--- src/sv/running_mean_and_std_dev_macros.svh ---
// ----------------------------------------------------------------------------
// Assertion macros for the running mean and deviation block
// Short forms for clocked properties that are disabled during reset.
// ----------------------------------------------------------------------------
`ifndef RUNNING_MEAN_AND_STD_DEV_MACROS_SVH
`define RUNNING_MEAN_AND_STD_DEV_MACROS_SVH

// The consequent must hold in the same cycle as the antecedent.
`define RMSD_ASSERT_SAME(label, ante, cons, msg) \
    label: assert property (@(posedge clk) disable iff (!rst_n) (ante) |-> (cons)) \
        else $error(msg);

// The consequent must hold in the cycle after the antecedent.
`define RMSD_ASSERT_NEXT(label, ante, cons, msg) \
    label: assert property (@(posedge clk) disable iff (!rst_n) (ante) |=> (cons)) \
        else $error(msg);

`endif

--- src/sv/rmsd_pkg.sv ---
// ----------------------------------------------------------------------------
// Running mean and deviation package
// Operation codes, fixed datapath widths and control types shared by the
// sequencer and the iterative arithmetic unit.
// ----------------------------------------------------------------------------
package rmsd_pkg;

    localparam int DATA_W     = 64;
    localparam int ROOT_W     = 32;
    localparam int REM_W      = 35;
    localparam int ACC_W      = 128;
    localparam int CHUNK_W    = 16;
    localparam int MUL_STEPS  = DATA_W / CHUNK_W;
    localparam int SQRT_STEPS = ROOT_W;
    localparam int STEP_W     = 7;

    localparam logic [1:0] OP_DIV  = 2'd0;
    localparam logic [1:0] OP_MUL  = 2'd1;
    localparam logic [1:0] OP_SQRT = 2'd2;

    localparam logic signed [63:0] MEAN_OUT_MAX = 64'sd2147483647;
    localparam logic signed [63:0] MEAN_OUT_MIN = -64'sd2147483648;

    typedef struct packed {
        logic              start;
        logic [1:0]        op;
        logic [STEP_W-1:0] steps;
    } unit_cmd_t;

    typedef struct packed {
        logic busy;
        logic done;
    } unit_stat_t;

endpackage

--- src/sv/rmsd_unit.sv ---
// ----------------------------------------------------------------------------
// Iterative arithmetic unit
// Runs a restoring division, a digit-by-digit square root or a 64 x 64 bit
// multiplication from 64 x 16 bit partial products, one step per cycle, on one
// shared subtractor and one narrow multiplier.
// ----------------------------------------------------------------------------
module rmsd_unit
    import rmsd_pkg::*;
(
    input  logic              clk,
    input  logic              rst_n,
    input  unit_cmd_t         cmd,
    input  logic [DATA_W-1:0] opa,
    input  logic [DATA_W-1:0] opb,
    output logic [DATA_W-1:0] result,
    output unit_stat_t        stat
);

    logic              busy_reg, busy_next;
    logic              done_reg, done_next;
    logic [STEP_W-1:0] cnt_reg, cnt_next;
    logic [1:0]        op_reg, op_next;
    logic [REM_W-1:0]  rem_reg, rem_next;
    logic [DATA_W-1:0] quo_reg, quo_next;
    logic [DATA_W-1:0] oper_reg, oper_next;
    logic [ROOT_W-1:0] root_reg, root_next;
    logic [ACC_W-1:0]  acc_reg, acc_next;

    logic [REM_W-1:0]  sub_a;
    logic [REM_W-1:0]  sub_b;
    logic [REM_W:0]    sub_full;
    logic              sub_ge;
    logic [DATA_W+CHUNK_W-1:0] pprod;

    always_comb
    begin
        if (op_reg == OP_SQRT)
        begin
            sub_a = {rem_reg[REM_W-3:0], quo_reg[DATA_W-1 -: 2]};
            sub_b = {1'b0, root_reg, 2'b01};
        end
        else
        begin
            sub_a = {rem_reg[REM_W-2:0], quo_reg[DATA_W-1]};
            sub_b = REM_W'(oper_reg[31:0]);
        end
        sub_full = {1'b0, sub_a} - {1'b0, sub_b};
        sub_ge   = !sub_full[REM_W];
        pprod    = oper_reg * quo_reg[DATA_W-1 -: CHUNK_W];
    end

    always_comb
    begin
        busy_next = busy_reg;
        done_next = 1'b0;
        cnt_next  = cnt_reg;
        op_next   = op_reg;
        rem_next  = rem_reg;
        quo_next  = quo_reg;
        oper_next = oper_reg;
        root_next = root_reg;
        acc_next  = acc_reg;
        if (cmd.start)
        begin
            busy_next = 1'b1;
            op_next   = cmd.op;
            rem_next  = '0;
            root_next = '0;
            acc_next  = '0;
            case (cmd.op)
                OP_MUL:
                begin
                    cnt_next  = STEP_W'(MUL_STEPS);
                    quo_next  = opb;
                    oper_next = opa;
                end
                OP_SQRT:
                begin
                    cnt_next  = STEP_W'(SQRT_STEPS);
                    quo_next  = opa;
                    oper_next = opb;
                end
                default:
                begin
                    cnt_next  = cmd.steps;
                    quo_next  = opa;
                    oper_next = opb;
                end
            endcase
        end
        else if (busy_reg)
        begin
            cnt_next = cnt_reg - 1'b1;
            if (cnt_reg == STEP_W'(1))
            begin
                busy_next = 1'b0;
                done_next = 1'b1;
            end
            case (op_reg)
                OP_MUL:
                begin
                    acc_next = {acc_reg[ACC_W-CHUNK_W-1:0], {CHUNK_W{1'b0}}}
                             + ACC_W'(pprod);
                    quo_next = {quo_reg[DATA_W-CHUNK_W-1:0], {CHUNK_W{1'b0}}};
                end
                OP_SQRT:
                begin
                    rem_next  = sub_ge ? sub_full[REM_W-1:0] : sub_a;
                    root_next = {root_reg[ROOT_W-2:0], sub_ge};
                    quo_next  = {quo_reg[DATA_W-3:0], 2'b00};
                end
                default:
                begin
                    rem_next = sub_ge ? sub_full[REM_W-1:0] : sub_a;
                    quo_next = {quo_reg[DATA_W-2:0], sub_ge};
                end
            endcase
        end
    end

    always_ff @(posedge clk or negedge rst_n)
    begin
        if (!rst_n)
        begin
            busy_reg <= 1'b0;
            done_reg <= 1'b0;
            cnt_reg  <= '0;
            op_reg   <= OP_DIV;
        end
        else
        begin
            busy_reg <= busy_next;
            done_reg <= done_next;
            cnt_reg  <= cnt_next;
            op_reg   <= op_next;
        end
    end

    always_ff @(posedge clk)
    begin
        rem_reg  <= rem_next;
        quo_reg  <= quo_next;
        oper_reg <= oper_next;
        root_reg <= root_next;
        acc_reg  <= acc_next;
    end

    // A product keeps its bits from 2^32 up; anything at or above 2^96 saturates. A root or quotient passes through.
    always_comb
    begin
        case (op_reg)
            OP_MUL:
                result = (acc_reg[ACC_W-1:96] != '0) ? {DATA_W{1'b1}}
                                                     : acc_reg[95:32];
            OP_SQRT:
                result = DATA_W'(root_reg);
            default:
                result = quo_reg;
        endcase
    end

    assign stat.busy = busy_reg;
    assign stat.done = done_reg;

endmodule

--- src/sv/running_mean_and_std_dev.sv ---
// ----------------------------------------------------------------------------
// Running mean and standard deviation
// Welford update of count, mean and sum of squared deviations per sample;
// emits mean, population deviation and count at the end of each run.
// ----------------------------------------------------------------------------
// A counted sample runs the bit-serial division of the mean step on the shared
// unit and then a multiplication; a skipped one is taken with no arithmetic.
// The last word of a run adds the final 64-step division and the 32-step square
// root unless the count is zero. One word is in work at a time.
// Reset clears the count, mean, sum, skip_missing and the output valid.
// ----------------------------------------------------------------------------
`include "running_mean_and_std_dev_macros.svh"

module running_mean_and_std_dev
    import rmsd_pkg::*;
#(
    parameter int COUNT_BITS  = 24,
    parameter int SAMPLE_BITS = 32
)
(
    input  logic                                 clk,
    input  logic                                 rst_n,
    input  logic                                 cfg_wr_en,
    input  logic                                 cfg_wr_data,
    input  logic                                 s_axis_tvalid,
    output logic                                 s_axis_tready,
    // Fields from bit 0: sample, zero fill.
    input  logic [((SAMPLE_BITS+7)/8)*8-1:0]     s_axis_tdata,
    // Fields from bit 0: missing.
    input  logic                                 s_axis_tuser,
    input  logic                                 s_axis_tlast,
    output logic                                 m_axis_tvalid,
    input  logic                                 m_axis_tready,
    // Fields from bit 0: mean[31:0], std_dev[62:32], count[86:63], zero fill.
    output logic [87:0]                          m_axis_tdata,
    // Fields from bit 0: empty_res.
    output logic                                 m_axis_tuser
);

    localparam int MEAN_BITS = SAMPLE_BITS + 16;

    localparam logic [3:0] S_IDLE      = 4'd0;
    localparam logic [3:0] S_DIV1_GO   = 4'd1;
    localparam logic [3:0] S_DIV1_WAIT = 4'd2;
    localparam logic [3:0] S_MUL_GO    = 4'd3;
    localparam logic [3:0] S_MUL_WAIT  = 4'd4;
    localparam logic [3:0] S_DIV2_GO   = 4'd5;
    localparam logic [3:0] S_DIV2_WAIT = 4'd6;
    localparam logic [3:0] S_SQRT_GO   = 4'd7;
    localparam logic [3:0] S_SQRT_WAIT = 4'd8;
    localparam logic [3:0] S_EMIT      = 4'd9;

    logic [3:0]            state_reg, state_next;
    logic                  skip_reg;
    logic [COUNT_BITS-1:0] count_reg, count_next;
    logic [MEAN_BITS-1:0]  mean_reg, mean_next;
    logic [DATA_W-1:0]     sum_reg, sum_next;
    logic [MEAN_BITS-1:0]  mag_reg, mag_next;
    logic [DATA_W-1:0]     tmp_reg, tmp_next;
    logic                  up_reg, up_next;
    logic                  last_reg, last_next;

    logic                  m_valid_reg, m_valid_next;
    logic [31:0]           m_mean_reg, m_mean_next;
    logic [30:0]           m_sd_reg, m_sd_next;
    logic [23:0]           m_cnt_reg, m_cnt_next;
    logic                  m_empty_reg, m_empty_next;

    unit_cmd_t             unit_cmd;
    unit_stat_t            unit_stat;
    logic [DATA_W-1:0]     unit_opa;
    logic [DATA_W-1:0]     unit_opb;
    logic [DATA_W-1:0]     unit_res;

    logic                  in_fire;
    logic                  counted;
    logic                  out_load;
    logic [MEAN_BITS-1:0]  x_val;
    logic [MEAN_BITS:0]    diff_w;
    logic [MEAN_BITS:0]    diff_neg;
    logic [MEAN_BITS-1:0]  q_val;
    logic [DATA_W:0]       sum_add;
    logic signed [63:0]    mean_wide;
    logic signed [63:0]    mean_shr;
    logic [31:0]           mean_sat;
    logic [30:0]           sd_sat;

    rmsd_unit u_unit
    (
        .clk    (clk),
        .rst_n  (rst_n),
        .cmd    (unit_cmd),
        .opa    (unit_opa),
        .opb    (unit_opb),
        .result (unit_res),
        .stat   (unit_stat)
    );

    assign s_axis_tready = (state_reg == S_IDLE);
    assign in_fire       = s_axis_tvalid && s_axis_tready;
    assign counted       = !(skip_reg && s_axis_tuser);
    assign out_load      = (state_reg == S_EMIT) && (!m_valid_reg || m_axis_tready);

    assign x_val    = {s_axis_tdata[SAMPLE_BITS-1:0], 16'h0000};
    assign diff_w   = {x_val[MEAN_BITS-1], x_val} - {mean_reg[MEAN_BITS-1], mean_reg};
    assign diff_neg = ~diff_w + 1'b1;
    assign q_val    = unit_res[MEAN_BITS-1:0];
    assign sum_add  = {1'b0, sum_reg} + {1'b0, unit_res};

    always_comb
    begin
        mean_wide = 64'($signed(mean_reg));
        mean_shr  = mean_wide >>> 16;
        if (mean_shr > MEAN_OUT_MAX)
        begin
            mean_sat = MEAN_OUT_MAX[31:0];
        end
        else if (mean_shr < MEAN_OUT_MIN)
        begin
            mean_sat = MEAN_OUT_MIN[31:0];
        end
        else
        begin
            mean_sat = mean_shr[31:0];
        end
        sd_sat = (tmp_reg[DATA_W-1:31] != '0) ? 31'h7FFF_FFFF : tmp_reg[30:0];
    end

    always_comb
    begin
        unit_cmd.start = 1'b0;
        unit_cmd.op    = OP_DIV;
        unit_cmd.steps = STEP_W'(MEAN_BITS);
        unit_opa       = DATA_W'(mag_reg) << (DATA_W - MEAN_BITS);
        unit_opb       = DATA_W'(count_reg);
        case (state_reg)
            S_DIV1_GO:
            begin
                unit_cmd.start = 1'b1;
            end
            S_MUL_GO:
            begin
                unit_cmd.start = 1'b1;
                unit_cmd.op    = OP_MUL;
                unit_opa       = DATA_W'(mag_reg);
                unit_opb       = tmp_reg;
            end
            S_DIV2_GO:
            begin
                unit_cmd.start = 1'b1;
                unit_cmd.steps = STEP_W'(DATA_W);
                unit_opa       = sum_reg;
            end
            S_SQRT_GO:
            begin
                unit_cmd.start = 1'b1;
                unit_cmd.op    = OP_SQRT;
                unit_opa       = tmp_reg;
            end
            default:
            begin
                unit_cmd.start = 1'b0;
            end
        endcase
    end

    always_comb
    begin
        state_next   = state_reg;
        count_next   = count_reg;
        mean_next    = mean_reg;
        sum_next     = sum_reg;
        mag_next     = mag_reg;
        tmp_next     = tmp_reg;
        up_next      = up_reg;
        last_next    = last_reg;
        m_valid_next = m_valid_reg && !m_axis_tready;
        m_mean_next  = m_mean_reg;
        m_sd_next    = m_sd_reg;
        m_cnt_next   = m_cnt_reg;
        m_empty_next = m_empty_reg;
        case (state_reg)
            S_IDLE:
            begin
                if (in_fire)
                begin
                    last_next = s_axis_tlast;
                    if (counted)
                    begin
                        if (count_reg != {COUNT_BITS{1'b1}})
                        begin
                            count_next = count_reg + 1'b1;
                        end
                        up_next    = !diff_w[MEAN_BITS];
                        mag_next   = diff_w[MEAN_BITS] ? diff_neg[MEAN_BITS-1:0]
                                                       : diff_w[MEAN_BITS-1:0];
                        state_next = S_DIV1_GO;
                    end
                    else if (s_axis_tlast)
                    begin
                        state_next = (count_reg == '0) ? S_EMIT : S_DIV2_GO;
                    end
                end
            end
            S_DIV1_GO:
            begin
                state_next = S_DIV1_WAIT;
            end
            S_DIV1_WAIT:
            begin
                if (unit_stat.done)
                begin
                    mean_next  = up_reg ? (mean_reg + q_val) : (mean_reg - q_val);
                    tmp_next   = DATA_W'(mag_reg - q_val);
                    state_next = S_MUL_GO;
                end
            end
            S_MUL_GO:
            begin
                state_next = S_MUL_WAIT;
            end
            S_MUL_WAIT:
            begin
                if (unit_stat.done)
                begin
                    sum_next   = sum_add[DATA_W] ? {DATA_W{1'b1}} : sum_add[DATA_W-1:0];
                    state_next = last_reg ? S_DIV2_GO : S_IDLE;
                end
            end
            S_DIV2_GO:
            begin
                state_next = S_DIV2_WAIT;
            end
            S_DIV2_WAIT:
            begin
                if (unit_stat.done)
                begin
                    tmp_next   = unit_res;
                    state_next = S_SQRT_GO;
                end
            end
            S_SQRT_GO:
            begin
                state_next = S_SQRT_WAIT;
            end
            S_SQRT_WAIT:
            begin
                if (unit_stat.done)
                begin
                    tmp_next   = unit_res;
                    state_next = S_EMIT;
                end
            end
            S_EMIT:
            begin
                if (out_load)
                begin
                    m_valid_next = 1'b1;
                    m_empty_next = (count_reg == '0);
                    m_mean_next  = (count_reg == '0) ? 32'h0 : mean_sat;
                    m_sd_next    = (count_reg == '0) ? 31'h0 : sd_sat;
                    m_cnt_next   = 24'(count_reg);
                    count_next   = '0;
                    mean_next    = '0;
                    sum_next     = '0;
                    state_next   = S_IDLE;
                end
            end
            default:
            begin
                state_next = S_IDLE;
            end
        endcase
    end

    always_ff @(posedge clk or negedge rst_n)
    begin
        if (!rst_n)
        begin
            state_reg   <= S_IDLE;
            skip_reg    <= 1'b0;
            count_reg   <= '0;
            mean_reg    <= '0;
            sum_reg     <= '0;
            m_valid_reg <= 1'b0;
        end
        else
        begin
            state_reg   <= state_next;
            count_reg   <= count_next;
            mean_reg    <= mean_next;
            sum_reg     <= sum_next;
            m_valid_reg <= m_valid_next;
            if (cfg_wr_en)
            begin
                skip_reg <= cfg_wr_data;
            end
        end
    end

    always_ff @(posedge clk)
    begin
        mag_reg     <= mag_next;
        tmp_reg     <= tmp_next;
        up_reg      <= up_next;
        last_reg    <= last_next;
        m_mean_reg  <= m_mean_next;
        m_sd_reg    <= m_sd_next;
        m_cnt_reg   <= m_cnt_next;
        m_empty_reg <= m_empty_next;
    end

    assign m_axis_tvalid = m_valid_reg;
    assign m_axis_tdata  = {1'b0, m_cnt_reg, m_sd_reg, m_mean_reg};
    assign m_axis_tuser  = m_empty_reg;

    `RMSD_ASSERT_SAME(a_start_when_free, unit_cmd.start, !unit_stat.busy,
        "Arithmetic unit started while busy.")
    `RMSD_ASSERT_SAME(a_done_while_waiting, unit_stat.done,
        state_reg == S_DIV1_WAIT || state_reg == S_MUL_WAIT ||
        state_reg == S_DIV2_WAIT || state_reg == S_SQRT_WAIT,
        "Arithmetic unit finished outside a wait state.")
    `RMSD_ASSERT_NEXT(a_emit_clears, out_load,
        count_reg == '0 && sum_reg == '0 && mean_reg == '0 && m_valid_reg,
        "Run state not cleared after a result word.")
    `RMSD_ASSERT_NEXT(a_count_nonzero, in_fire && counted, count_reg != '0,
        "Counted word left the count at zero.")

endmodule
--- config.mk ---
export PLATFORM = sky130hd
export DESIGN_NAME = running_mean_and_std_dev
export DESIGN_NICKNAME = d
export VERILOG_FILES = /design/src/sv/rmsd_pkg.sv /design/src/sv/rmsd_unit.sv /design/src/sv/running_mean_and_std_dev.sv
export VERILOG_INCLUDE_DIRS = /design/src /design/src/sv
export SDC_FILE = /design/constraint.sdc
export NUM_CORES = 2
export LEC_CHECK = 0
export ABC_AREA = 1
export BUFFER_PORTS_ARGS = -buffer_cell sky130_fd_sc_hd__buf_2
export CAP_MARGIN = 20
export CORE_ASPECT_RATIO = 1.5
export CORE_MARGIN = 4
export CORE_UTILIZATION = 30
export CTS_CLUSTER_SIZE = 20
export DETAILED_ROUTE_END_ITERATION = 8
export SETUP_SLACK_MARGIN = 0.3
export SKIP_CTS_REPAIR_TIMING = 1
export SLEW_MARGIN = 20
export SYNTH_ARGS = -nofsm -noshare
export SYNTH_HDL_FRONTEND = slang
export SYNTH_HIERARCHICAL = 1
export SYNTH_SLANG_ARGS = --single-unit
export TNS_END_PERCENT = 5
--- constraint.sdc ---
create_clock -name clk -period 10.8 [get_ports clk]
set_clock_uncertainty 0.15 [all_clocks]
set_input_delay 0 -clock clk [delete_from_list [all_inputs] [get_ports clk]]
set_output_delay 0 -clock clk [all_outputs]
set_load 0.005 [all_outputs]
; ---- Word level (Yosys, flattened, before mapping)
; Index checks and enable logic that the tools add are counted.
[word_totals]
reg_bits = 677
inputBits = 40
output_inout_bits = 91
[classes]
add_sub_neg = 10
multipliers = 1
magnitude_cmp = 2
n_eq_ne = 25
mux = 57
n_bitwise = 3
reduce_logical = 32
[ops]
columns = cell, n
row1 = $mux W64, 11
row2 = $pmux W64 S2, 4
row3 = $mux W48, 4
row4 = $pmux W64 S3, 1
row5 = $add A128 B80 Y128, 1
row6 = $sub A48 B48 Y49, 2
row7 = $mux W24, 4
row8 = $pmux W48 S2, 1
row9 = $mul A64 B16 Y80, 1
row10 = $mux W34, 2
row11 = $add A64 B64 Y65, 1
row12 = $mux W31, 2
row13 = $add A48 B1 Y48 const B, 1
row14 = $add A48 B48 Y48, 1
row15 = $not A48 Y48, 1
row16 = $pmux W24 S2, 1
row17 = $sub A48 B48 Y48, 1
row18 = $pmux W4 S10, 1
row19 = $mux W4, 9
row20 = $sub A35 B34 Y36, 1
row21 = $mux W35, 1
row22 = $reduce_bool A33 Y1, 1
row23 = $gt A32 B32 Y1 const B, 1
row24 = $lt A32 B32 Y1 const B, 1
row25 = other kinds (33), 76

; ---- Depth between registers and ports, before layout
[logic_depth]
depth_word = 7
mapped_depth = 33
ltp_nobuf = 31

; ---- Modules after synthesis
; Netlist, hierarchy kept.
[by_module_without_submodules]
columns = mod, instances, cells_each, area_per_inst_um2
row1 = rmsd_unit, 1, 8842, 59505.8
row2 = running_mean_and_std_dev, 1, 4736, 31501.5

; ---- Worst setup path after synthesis
; OpenSTA, ideal clock, no wires.
[synth_path]
path_type = reg-to-reg
start = register u_unit.quo_reg[54]
end = register u_unit.acc_reg[124]
t_arrival_ns = 5.800
setup_slack_ns = 4.733
path_stages_with_launch = 31
n_path_buf = 2
path_cell_list = edfxtp_1 -> clkbuf_1 -> clkbuf_1 -> nand2_1 -> fa_1 -> inv_1 -> fa_1 -> inv_1 -> fa_1 -> inv_1 -> fa_1 -> fa_1 -> inv_1 -> fa_1 -> inv_1 -> ha_1 -> nand2_1 -> nor2_1 -> inv_1 -> nor2_1 -> inv_1 -> nor2_2 -> inv_1 -> nor2_1 -> nand2_1 -> nand2_1 -> nand2_1 -> nand3_1 -> nand2_1 -> nor2_1 -> nor2_1
[synth_between]
elab_chain_len = 2
[synth_lines]
columns = item, line
row1 = "start, declared", rmsd_unit.sv:24  ; logic [DATA_W-1:0] quo_reg, quo_next;
row2 = "start signal, assigned", rmsd_unit.sv:142  ; quo_reg <= quo_next;
row3 = $mul A64 B16 Y80, rmsd_unit.sv:49  ; pprod = oper_reg * quo_reg[DATA_W-1 -: CHUNK_W];
row4 = $add A128 B80 Y128, rmsd_unit.sv:103  ; + ACC_W'(pprod);
row5 = "end signal, assigned", rmsd_unit.sv:145  ; acc_reg <= acc_next;
row6 = "end, declared", rmsd_unit.sv:27  ; logic [ACC_W-1:0] acc_reg, acc_next;
; No other way between the ends.
; A chain may end at the register's enable or synchronous reset.

; ---- Worst setup path in the final report
[layout_path]
start = register u_unit.acc_reg[120]
end = register mean_reg[44]
[layout_between]
elab_chain_len = 7
[layout_lines]
columns = item, line
row1 = $reduce_bool A32 Y1 (*), rmsd_unit.sv:153  ; result = (acc_reg[ACC_W-1:96] != '0) ? {DATA_W{1'b1}}
row2 = $mux W64 (*), rmsd_unit.sv:153
row3 = $pmux W64 S2 (*), rmsd_unit.sv:151  ; case (op_reg)
row4 = net unit_res[6], running_mean_and_std_dev.sv:73  ; logic [DATA_W-1:0] unit_res;
row5 = $sub A48 B48 Y48 / $add A48 B48 Y48 (equally long branches), running_mean_and_std_dev.sv:213  ; mean_next = up_reg ? (mean_reg + q_val) : (mean_reg - q_val);
row6 = $mux W48 (*), running_mean_and_std_dev.sv:213
row7 = $mux W48 (*), running_mean_and_std_dev.sv:211  ; if (unit_stat.done)
row8 = $pmux W48 S2 (*), running_mean_and_std_dev.sv:182  ; case (state_reg)
row9 = "end signal, assigned", running_mean_and_std_dev.sv:291  ; mean_reg <= mean_next;
row10 = "end, declared", running_mean_and_std_dev.sv:56  ; logic [MEAN_BITS-1:0] mean_reg, mean_next;
; Mark *: on every way through the listed nets, which the timed path passes. The rest lies on a longest branch. The select of a mux whose other input is x is not followed.

==> flow_metrics.py <==
metrics = {
    "floorplan": {
        "io_pins": 131,
        "die_y_um": 683,
        "die_area_um2": 312000,
        "core-area_um2": 302000,
        "start_util_pct": 30.1,
        "fp.dieW_um": 458,
        "fp-row-count": 247,
    },
    "timing": {
        "rsz0062_at_grt": "false",
        "hold_viol_final": 7,
        "setup-tns-final_ns": 0,
        "fin_crit_ns": 8.47,
        "post-route-period-util_pct": 78.5,
        "relSlewSlack_pct": 18.9,
        "final-setup-viol-count": 0,
        "slew_violations": 0,
        "fmax_ghz": 0.118,
        "worstMarginPinSlew_ns": 1.21,
        "whs_ns": -0.0368,
    },
    "worst_setup_path": {
        "criticalPathCategory": "reg2reg",
        "cp-startpoint": "u_unit/acc_reg[120]",
        "rr_worst_depth": 26,
        "cp_max_fo": 35,
        "r2r_slack_ns": 2.33,
        "worst_r2r_startpoint": "u_unit/acc_reg[120]",
        "cp.required_ns": 11.20,
        "timing.rr.end": "mean_reg[44]",
        "endpoint": "mean_reg[44]",
        "crit_path_start_kind": "register",
        "end_kind": "register",
        "crit_arrival_ns": 8.88,
    },
    "job": {
        "maxCapViolCount": 0,
    },
    "detailed_routing": {
        "detail_route.wl_per_cell_um": 23.2,
        "ant_nets": 0,
        "drtIter0Drc": 6563,
        "drt-total-wl_um": 406000,
        "firstDrtPassIters": 6,
        "detailroute.via_count": 86645,
        "route.detailed.drc": 0,
        "routed_via_density": 4.94,
    },
    "final_layout": {
        "nets": 14851,
        "layout_common_cells": "nand2_1 (3963), inv_1 (3162), nor2_1 (1082)",
        "finish.utilization_pct": 32.8,
        "final_common_cell": "nand2_1",
        "syn2layout_area_growth_pct": 8.81,
        "regArea_um2": 17600,
        "layout-drive-gt1-share_pct": 4.07,
        "largest_reg_flops": 128,
        "n_fill_cell": 33137,
        "multiInputGateArea_um2": 59600,
    },
    "cts": {
        "clockBufferDepth": 3,
        "htree_levels": 3,
        "cts-root-buf": "clkbuf_16",
        "clk_pin_slew_ns": 0.07,
        "cts_tree": "yes",
        "cts_made_buffers": 80,
        "cts_sinks": 677,
        "clkLatencyLatePin_ns": 0.73,
    },
    "global_routing": {
        "gr-total-overflow": 0,
        "antenna_found_initial": 15,
        "grt_pass1_wl_um": 590000,
        "grt_pass1_vias": 89523,
        "grt_use_total_pct": 25.7,
        "grt_max_degree": 136,
    },
    "yosys": {
        "yosysWarningCount": 6,
        "netlist_instances": 13577,
        "synth_area_per_cell_um2": 6.70,
        "synth_area_um2": 91000,
    },
    "outcome": {
        "outcome": "complete, but fails checks",
        "violations": "negative hold slack",
    },
    "min_path": {
        "holdCritPathClass": "in2reg",
    },
    "place": {
        "numPortBuffers": 129,
        "dpl.hpwl_um": 335000,
        "gp_congestion": 1.09,
    },
}
## worst max-delay path: stages (launching register included)
cell	delay, ns
dfxtp_1	0.33
nor4_1	0.66
nand4_1	0.13
or2_2	0.62
buf_4	0.37
nor2_1	0.61
o221ai_1	0.51
inv_1	0.24
nand4_1	0.16
nor2_1	0.32
nand4_1	0.35
nor2_1	0.26
nand4_1	0.15
or2_2	0.34
o21ai_1	0.25
nand2_1	0.23
xor2_1	0.21
ha_1	0.42
nand2_1	0.16
nor2_1	0.33
inv_1	0.23
nor4_1	0.40
nand3_1	0.13
nand3_1	0.36
a21oi_1	0.11
o21ai_0	0.13
o21ai_0	0.13
## final cells by class
cell class                      instances  share of cell area, %
Antenna cell                           11                 0.0278
Clock buffer                          101                   2.20
Clock inverter                         48                  0.624
Inverter                             3187                   12.1
Multi-Input combinational cell       9222                   60.2
Sequential cell                       677                   17.8
Tap cell                             3984                   5.03
Timing Repair Buffer                  294                   2.05
## layer usage
metal  track usage (%)  routed length (um)  vias to the layer above
met3              3.84               20200                     1351
li1                  -                   -                    40948
met2              46.3              202000                     2852
met5                 0                  24                        -
met1              24.3              132000                    41490
met4              26.4               52200                        4
## metrics by stage
step	setup slack (ns)	instances	cell area (um^2)	hold slack, ns
final	2.33	17524	99000	-0.0368
after global placement	2.59	17337	95900	-0.0635
after floorplan	4.73	13581	91000	-0.446
after CTS	2.48	17487	98700	-0.826
after global routing	2.20	17518	99000	0.00529
after detailed placement	2.52	17338	95900	-0.0571
## worst min-delay path by stage
stage,depth (start not counted),end,from,slack [ns]
finish,5,mag_reg[26],s_axis_tdata[10],-0.04
detailed placement,1,u_unit/cnt_reg[0],rst_n,-0.06
CTS,1,u_unit/cnt_reg[0],rst_n,-0.83
floorplan,0,count_reg[0],rst_n,-0.45
global route,5,m_axis_tvalid,m_axis_tready,0.005
global placement,1,u_unit/cnt_reg[1],rst_n,-0.06
Power is left out: the tool's default activity adds up to more than one toggle a clock period on the data nets, which glitch-free logic cannot reach.
